`src/hw/rtl/majority_vote_button_debouncer_macros.svh`:
```
// Assertion macros for the button debouncer.
// No dependencies; included by the top level only.
`ifndef MAJORITY_VOTE_BUTTON_DEBOUNCER_MACROS_SVH
`define MAJORITY_VOTE_BUTTON_DEBOUNCER_MACROS_SVH

// same-cycle implication, disabled during reset
`define MVBD_ASSERT_NOW(label, clk, rst, ante, cons) \
   label: assert property (@(posedge clk) disable iff (rst) (ante) |-> (cons)) \
      else $error("debouncer assertion failed");

// next-cycle implication, disabled during reset
`define MVBD_ASSERT_NEXT(label, clk, rst, ante, cons) \
   label: assert property (@(posedge clk) disable iff (rst) (ante) |=> (cons)) \
      else $error("debouncer assertion failed");

`endif

```
`src/hw/rtl/mvbd_pkg.sv`:
```
// Shared types and constants for the majority-vote button debouncer.
// No dependencies.
package mvbd_pkg;

   typedef struct packed {
      logic        wire_level;
      logic [31:0] now_ms;
      logic        ack_read;
   } req_payload_type;

   typedef struct packed {
      logic        pressed;
      logic        change_pending;
      logic        change_event;
      logic [31:0] state_duration_ms;
      logic [31:0] previous_duration_ms;
   } rsp_payload_type;

   localparam int CSR_ADDR_BITS = 3;

   // register index, taken from paddr[2]
   localparam logic REG_CHATTER_TIME    = 1'b0;
   localparam logic REG_CLOSE_ON_GROUND = 1'b1;

   localparam logic [15:0] CHATTER_TIME_RESET    = 16'd50;
   localparam logic        CLOSE_ON_GROUND_RESET = 1'b1;

endpackage

```
`src/hw/rtl/majority_vote_button_debouncer.sv`:
```
// Majority-vote button debouncer: top level, one module.
// Depends on mvbd_pkg and majority_vote_button_debouncer_macros.svh.
//
//   channel  | handshake               | beat
//   ---------+-------------------------+--------------------------------
//   req      | req_valid / req_ready   | one poll (wire, time, ack)
//   rsp      | rsp_valid / rsp_ready   | one result per poll
//   csr      | APB psel/penable/pready | chatter time, polarity
//
// Flow: a poll beat is taken into the input register, evaluated in short
// logic (one 32-bit subtract and compare, one saturating add) and lands in
// the result register. One beat per cycle sustained while rsp_ready holds;
// rsp_valid is registered and rises once the beat moves into the result slot.
// Reset: synchronous, active high; clears state, config to defaults.
// Stalls: the input register keeps accepting while a result waits; when
// both registers are full, req_ready drops until rsp_ready frees the slot.
`include "majority_vote_button_debouncer_macros.svh"

module majority_vote_button_debouncer #(
   parameter int VOTE_BITS = 16
) (
   input  logic                          clock,
   input  logic                          reset,
   // poll channel
   input  logic                          req_valid,
   output logic                          req_ready,
   input  mvbd_pkg::req_payload_type     req_data,
   // result channel
   output logic                          rsp_valid,
   input  logic                          rsp_ready,
   output mvbd_pkg::rsp_payload_type     rsp_data,
   // configuration port
   input  logic                          csr_psel,
   input  logic                          csr_penable,
   input  logic                          csr_pwrite,
   input  logic [mvbd_pkg::CSR_ADDR_BITS-1:0] csr_paddr,
   input  logic [31:0]                   csr_pwdata,
   output logic [31:0]                   csr_prdata,
   output logic                          csr_pready
);

   localparam logic signed [VOTE_BITS-1:0] VOTE_MAX  = {1'b0, {(VOTE_BITS-1){1'b1}}};
   localparam logic signed [VOTE_BITS-1:0] VOTE_MIN  = {1'b1, {(VOTE_BITS-1){1'b0}}};
   localparam logic signed [VOTE_BITS-1:0] VOTE_ONE  = {{(VOTE_BITS-1){1'b0}}, 1'b1};
   localparam logic signed [VOTE_BITS-1:0] VOTE_ZERO = '0;

   // ---------------- configuration registers ----------------
   logic [15:0] chatter_time_ff;
   logic        close_on_ground_ff;
   logic        csr_write;
   logic        csr_index;

   assign csr_pready = 1'b1;
   assign csr_write  = csr_psel && csr_penable && csr_pwrite && csr_pready;
   assign csr_index  = csr_paddr[2];   // byte address 4*i, low bits ignored

   always_ff @(posedge clock) begin
      if (reset) begin
         chatter_time_ff    <= mvbd_pkg::CHATTER_TIME_RESET;
         close_on_ground_ff <= mvbd_pkg::CLOSE_ON_GROUND_RESET;
      end else if (csr_write) begin
         unique case (csr_index)
            mvbd_pkg::REG_CHATTER_TIME:    chatter_time_ff    <= csr_pwdata[15:0];
            mvbd_pkg::REG_CLOSE_ON_GROUND: close_on_ground_ff <= csr_pwdata[0];
            default: ;
         endcase
      end
   end

   always_comb begin
      unique case (csr_index)
         mvbd_pkg::REG_CHATTER_TIME:    csr_prdata = {16'd0, chatter_time_ff};
         mvbd_pkg::REG_CLOSE_ON_GROUND: csr_prdata = {31'd0, close_on_ground_ff};
         default:                       csr_prdata = '0;
      endcase
   end

   // ---------------- input register and flow control ----------------
   logic                      in_valid_ff;
   mvbd_pkg::req_payload_type in_ff;
   logic                      rsp_valid_ff;
   mvbd_pkg::rsp_payload_type rsp_ff;
   logic                      move;      // input beat evaluated into the result slot

   assign move      = in_valid_ff && (!rsp_valid_ff || rsp_ready);
   assign req_ready = !in_valid_ff || move;
   assign rsp_valid = rsp_valid_ff;
   assign rsp_data  = rsp_ff;

   // ---------------- debouncer state ----------------
   logic                        state_ff,  state_in;
   logic                        open_ff,   open_in;
   logic [31:0]                 start_ff,  start_in;
   logic signed [VOTE_BITS-1:0] vote_ff,   vote_in;
   logic                        flag_ff,   flag_in;
   logic [31:0]                 last_ff,   last_in;
   logic [31:0]                 prior_ff,  prior_in;

   logic                        implied_high;
   logic signed [VOTE_BITS-1:0] vote_step;
   logic [31:0]                 elapsed;
   logic                        expired;
   logic                        cand;
   logic                        flag_upd;   // flag as the result reports it
   logic                        event_in;
   logic                        commit;

   assign implied_high = state_ff ^ close_on_ground_ff;
   assign elapsed      = in_ff.now_ms - start_ff;
   assign expired      = elapsed > {16'd0, chatter_time_ff};

   // saturating vote
   always_comb begin
      if (in_ff.wire_level) begin
         vote_step = (vote_ff == VOTE_MAX) ? vote_ff : vote_ff + VOTE_ONE;
      end else begin
         vote_step = (vote_ff == VOTE_MIN) ? vote_ff : vote_ff - VOTE_ONE;
      end
   end

   // positive vote = mostly high; polarity maps it to pressed/released
   assign cand = ((vote_step > VOTE_ZERO) && !close_on_ground_ff) ||
                 ((vote_step < VOTE_ZERO) &&  close_on_ground_ff);

   always_comb begin
      state_in = state_ff;
      open_in  = open_ff;
      start_in = start_ff;
      vote_in  = vote_ff;
      flag_upd = flag_ff;
      last_in  = last_ff;
      prior_in = prior_ff;
      event_in = 1'b0;
      commit   = 1'b0;
      if (!open_ff && (in_ff.wire_level != implied_high)) begin
         // opening poll: no vote, no decision
         open_in  = 1'b1;
         start_in = in_ff.now_ms;
      end else if (open_ff) begin
         vote_in = vote_step;
         if (expired) begin
            open_in  = 1'b0;
            vote_in  = VOTE_ZERO;
            flag_upd = 1'b0;
            if ((vote_step != VOTE_ZERO) && (cand != state_ff)) begin
               commit   = 1'b1;
               prior_in = in_ff.now_ms - last_ff;
               last_in  = in_ff.now_ms;
               state_in = cand;
               flag_upd = 1'b1;
               event_in = 1'b1;
            end
         end
      end
      flag_in = flag_upd && !in_ff.ack_read;
   end

   // ---------------- control and state registers ----------------
   always_ff @(posedge clock) begin
      if (reset) begin
         in_valid_ff  <= 1'b0;
         rsp_valid_ff <= 1'b0;
         state_ff     <= 1'b0;
         open_ff      <= 1'b0;
         start_ff     <= '0;
         vote_ff      <= VOTE_ZERO;
         flag_ff      <= 1'b0;
         last_ff      <= '0;
         prior_ff     <= '0;
      end else begin
         if (req_valid && req_ready) begin
            in_valid_ff <= 1'b1;
         end else if (move) begin
            in_valid_ff <= 1'b0;
         end
         if (move) begin
            rsp_valid_ff <= 1'b1;
         end else if (rsp_ready) begin
            rsp_valid_ff <= 1'b0;
         end
         if (move) begin
            state_ff <= state_in;
            open_ff  <= open_in;
            start_ff <= start_in;
            vote_ff  <= vote_in;
            flag_ff  <= flag_in;
            last_ff  <= last_in;
            prior_ff <= prior_in;
         end
      end
   end

   // payload registers, no reset needed
   always_ff @(posedge clock) begin
      if (req_valid && req_ready) begin
         in_ff <= req_data;
      end
      if (move) begin
         rsp_ff.pressed              <= state_in;
         rsp_ff.change_pending       <= flag_upd;
         rsp_ff.change_event         <= event_in;
         rsp_ff.state_duration_ms    <= in_ff.now_ms - last_in;
         rsp_ff.previous_duration_ms <= prior_in;
      end
   end

   // ---------------- assertions ----------------
   `MVBD_ASSERT_NOW(a_closed_vote_zero, clock, reset, !open_ff, vote_ff == VOTE_ZERO)
   `MVBD_ASSERT_NOW(a_event_sets_flag, clock, reset, rsp_valid_ff && rsp_ff.change_event, rsp_ff.change_pending && (rsp_ff.state_duration_ms == 32'd0))
   `MVBD_ASSERT_NEXT(a_commit_flips, clock, reset, !reset && move && commit, state_ff != $past(state_ff))
   `MVBD_ASSERT_NEXT(a_held_beat_stays, clock, reset, !reset && in_valid_ff && !move, in_valid_ff)

endmodule

```
`config.mk`:
```
export PLATFORM = sky130hd
export DESIGN_NAME = majority_vote_button_debouncer
export DESIGN_NICKNAME = d
export VERILOG_FILES = /design/src/hw/rtl/mvbd_pkg.sv /design/src/hw/rtl/majority_vote_button_debouncer.sv
export VERILOG_INCLUDE_DIRS = /design/src /design/src/hw/rtl
export SDC_FILE = /design/constraint.sdc
export NUM_CORES = 1
export LEC_CHECK = 0
export BUFFER_PORTS_ARGS = -buffer_cell sky130_fd_sc_hd__clkbuf_2
export CAP_MARGIN = 20
export CORE_AREA = 2 2 130 258
export CTS_CLUSTER_SIZE = 20
export DETAILED_ROUTE_END_ITERATION = 6
export DIE_AREA = 0 0 132 260
export PLACE_DENSITY = 0.67
export SYNTH_ARGS = -nofsm -noshare
export SYNTH_HDL_FRONTEND = slang
export SYNTH_SLANG_ARGS = --single-unit
```
`constraint.sdc`:
```
create_clock -name clock -period 13.86 [get_ports clock]
set_clock_uncertainty 0.05 [all_clocks]
set_input_delay 2.079 -clock clock [delete_from_list [all_inputs] [get_ports clock]]
set_output_delay 2.079 -clock clock [all_outputs]
set_load 0.01 [all_outputs]
```
==> impl_metrics.ini <==
[run_status]
status = finished, violations left
violations = design-rule violations

[yosys]
ys_types = 85
syn_area_um2 = 15300
synth.yosys.seq_area_share_pct = 37.4
synth_top_cell_by_area = edfxtp_1
synth_edf_count = 101
syn_avg_cell_area_um2 = 8.45
synth_top_area_share_pct = 19.8
syn_inst = 1809
synth.most_common_cell = nand2_1
synth_seq_cells = 235
synthTopCellsByCount = nand2_1, a21oi_1, nor2_1, dfxtp_1, inv_1
ys_warn_count = 0
synth.area.top_cells = edfxtp_1, dfxtp_1, ha_1, nand2_1, a21oi_1
ys_async_sr_fraction_pct = 0
synthFlopType = dfxtp_1

[flow_run]
maxCapViolCount = 0

[sta]
hold_viol_final = 0
fmax_mhz = 96.6
relSlewSlack_pct = 28.2
tns_ns = 0
worst_slew_pin_slew_ns = 1.08
holdWs_ns = 0.403
setup_viol = 0
rsz0062_at_grt = false
fin_crit_sh_pct = 74.7
period_minus_slack_ns = 10.35
drv_slew = 0

[global_routing]
grt_max_degree = 97
track_usage_pct = 24.1
grt_pass1_wl_um = 66700
globalRouteOverflowTotal = 0
antenna_found_initial = 0
first_global_vias = 12800

[clocking]
cts_tree = built
cts_setup_buffers = 0
cts_max_path_buffers = 3
ctsResizeCount = 0
cts.sinks = 235
ctsHoldBuffers = 0
cts_buffers = 23
clock-root-buffer = clkbuf_16
insertion_delay_ns = 0.54
path_clk_slew_ns = 0.07
htreeDepth = 1

[drt]
avgViaCountPerCell = 5.63
post_drt_wl_per_cell_um = 18.0
drc_errors = 1
drtAntennaViolNets = 0
first_pass_iters = 7
drt_wl_total_um = 42200
via_count = 13200
drtIter0Drc = 751

[cells_and_area]
register_area_um2 = 5720
final_util_pct = 52.9
antenna_cells = 0
drive_gt1_share_pct = 12.9
multi_input_area_um2 = 8770
nFillCells = 3099
final_cell_count_no_fill = 2349
area_growth_pct = 11.5
finish.net_count = 2091

[worst_setup_path]
r2r-start = in_ff[11]
worst-path-buf-inv = 2
critPathMaxStageDelay_ns = 0.72
cp-end-kind = register
critPathLaunch = in_ff[11]
crit_path_top_delay_cell = or4_1
cp_data_required_time_ns = 14.20
start_kind = register
arrival_ns = 10.69
cp_top_family = simple AND/OR/NAND/NOR gates
cpMostUsedCell = ha_1
critPathMaxFanout = 65
crit_type = register to register

[place]
dp_hpwl_um = 32200
globalplace.congestion = 0.938
portBuffers = 142
placedCellCount = 2307

[floorplan]
core_area_um2 = 32200
dieWidth_um = 132
fp.dieH_um = 260
start_util_pct = 47.4
num_rows = 93
die-area_um2 = 34300
io_pins = 178

[power]
pwr-share-clk_pct = 37.3
swShare_pct = 28.4
p_seq_share_pct = 43.9
power.leakage_nw = 6.38
vdd_drop_max_mv = 0.0982
powerDensity_nw_per_um2 = 104
p_int_w = 0.00127
p_sw_w = 0.000504
pwr-share-comb_pct = 18.7
p_total_w = 0.00177

[hold_path]
min_from = prior_ff[22]
hp-class = register to register
[metrics by stage]
| step | setup WS, ns | instance area (um^2) |
|---|---|---|
| CTS | 3.50 | 17000 |
| global route | 2.81 | 17000 |
| detailed placement | 3.53 | 16300 |
| floorplan | 5.43 | 15300 |
| finish | 3.51 | 17000 |
| global placement | 3.57 | 16300 |
[worst register-to-register path: cells and delay by family, from the launching register on]
family	cells	cell delay, ns
xor+xnor	1	0.34
fa+ha+maj	3	1.10
buf+inv	2	0.44
compound gates	13	2.97
flops	1	0.68
mux	2	0.64
simple gates	14	3.98
[layout make-up]
type	instances	share of cell area [%]
flip-flops and latches	235	33.5
inverters	115	2.54
clock buffers	26	3.44
repair buffers	154	4.71
clock inverters	16	1.15
multi-input cells	1376	51.5
well taps	427	3.14
[power by group through the flow]
stage | combinational [W] | sequential [W] | clock (W)
after floorplan | 0.000237 | 0.000792 | 0
after global routing | 0.000369 | 0.000781 | 0.000702
after CTS | 0.000332 | 0.000779 | 0.000680
final | 0.000332 | 0.000778 | 0.000662
after detailed placement | 0.000330 | 0.000794 | 0
after global placement | 0.000326 | 0.000793 | 0
[final timing paths]
kind	end	slack [ns]	cells after the start
min	prior_ff[22]	0.40	2
max	rsp_data[63]	3.51	35
max reg2reg	rsp_data[63]	3.51	35
min reg2reg	prior_ff[22]	0.40	2
[cell usage in the layout (no fill, tap or decap), types with 7 or more instances in the layout]
cell,netlist,final
clkbuf_2,0,141
mux2i_1,35,35
xnor2_1,49,49
a211o_1,8,8
nor4_1,14,13
o21bai_1,10,10
nor2_1,141,140
buf_4,17,13
and3_1,10,10
nand2_1,281,281
or3_1,13,13
xor2_1,26,26
or4_1,7,7
inv_1,115,113
dfxtp_1,134,134
nand4_1,16,16
a21boi_0,12,12
nor3_1,46,45
o21ai_0,69,69
nor2b_1,23,23
a21o_1,34,34
nand3_1,35,35
a211oi_1,13,13
ha_1,107,107
nand2b_1,31,31
a31oi_1,17,17
a21oi_1,195,195
o21a_1,10,10
mux2_2,26,26
o211ai_1,12,12
conb_1,2,17
edfxtp_1,101,101
clkbuf_16,0,23
[kinds of logic (layout without fill, tap and decap cells)]
| logic type | Yosys count | after routing | share of synthesized area [%] |
|---|---|---|---|
| buffers and inverters | 213 | 311 | 5.80 |
| flip-flops | 235 | 235 | 37.4 |
| AND/OR/NAND/NOR | 654 | 654 | 19.8 |
| multiplexers | 63 | 63 | 4.38 |
| adder cells (fa/ha/maj) | 111 | 111 | 9.22 |
| XOR/XNOR | 76 | 76 | 4.40 |
| other | 2 | 17 | 0.0491 |
| AO/OA/AOI/OAI | 455 | 455 | 18.9 |
[flip-flops by register name, indices dropped and copies added, names as in the netlist]
register,count
open_ff,1
prior_ff,32
state_ff,1
close_on_ground_ff,1
chatter_time_ff,16
start_ff,32
flag_ff,1
rsp_valid,1
rsp_data,67
in_valid_ff,1
vote_ff,16
last_ff,32
in_ff,34
[layer usage]
layer	vias up	GRT usage (%)	routed length [um]
met5	-	0	0
met4	0	12.4	2170
met3	102	2.12	1410
met2	350	47.7	23200
met1	6213	24.8	15400
li1	6559	-	-
No activity file was read; power rests on OpenSTA's default activity.
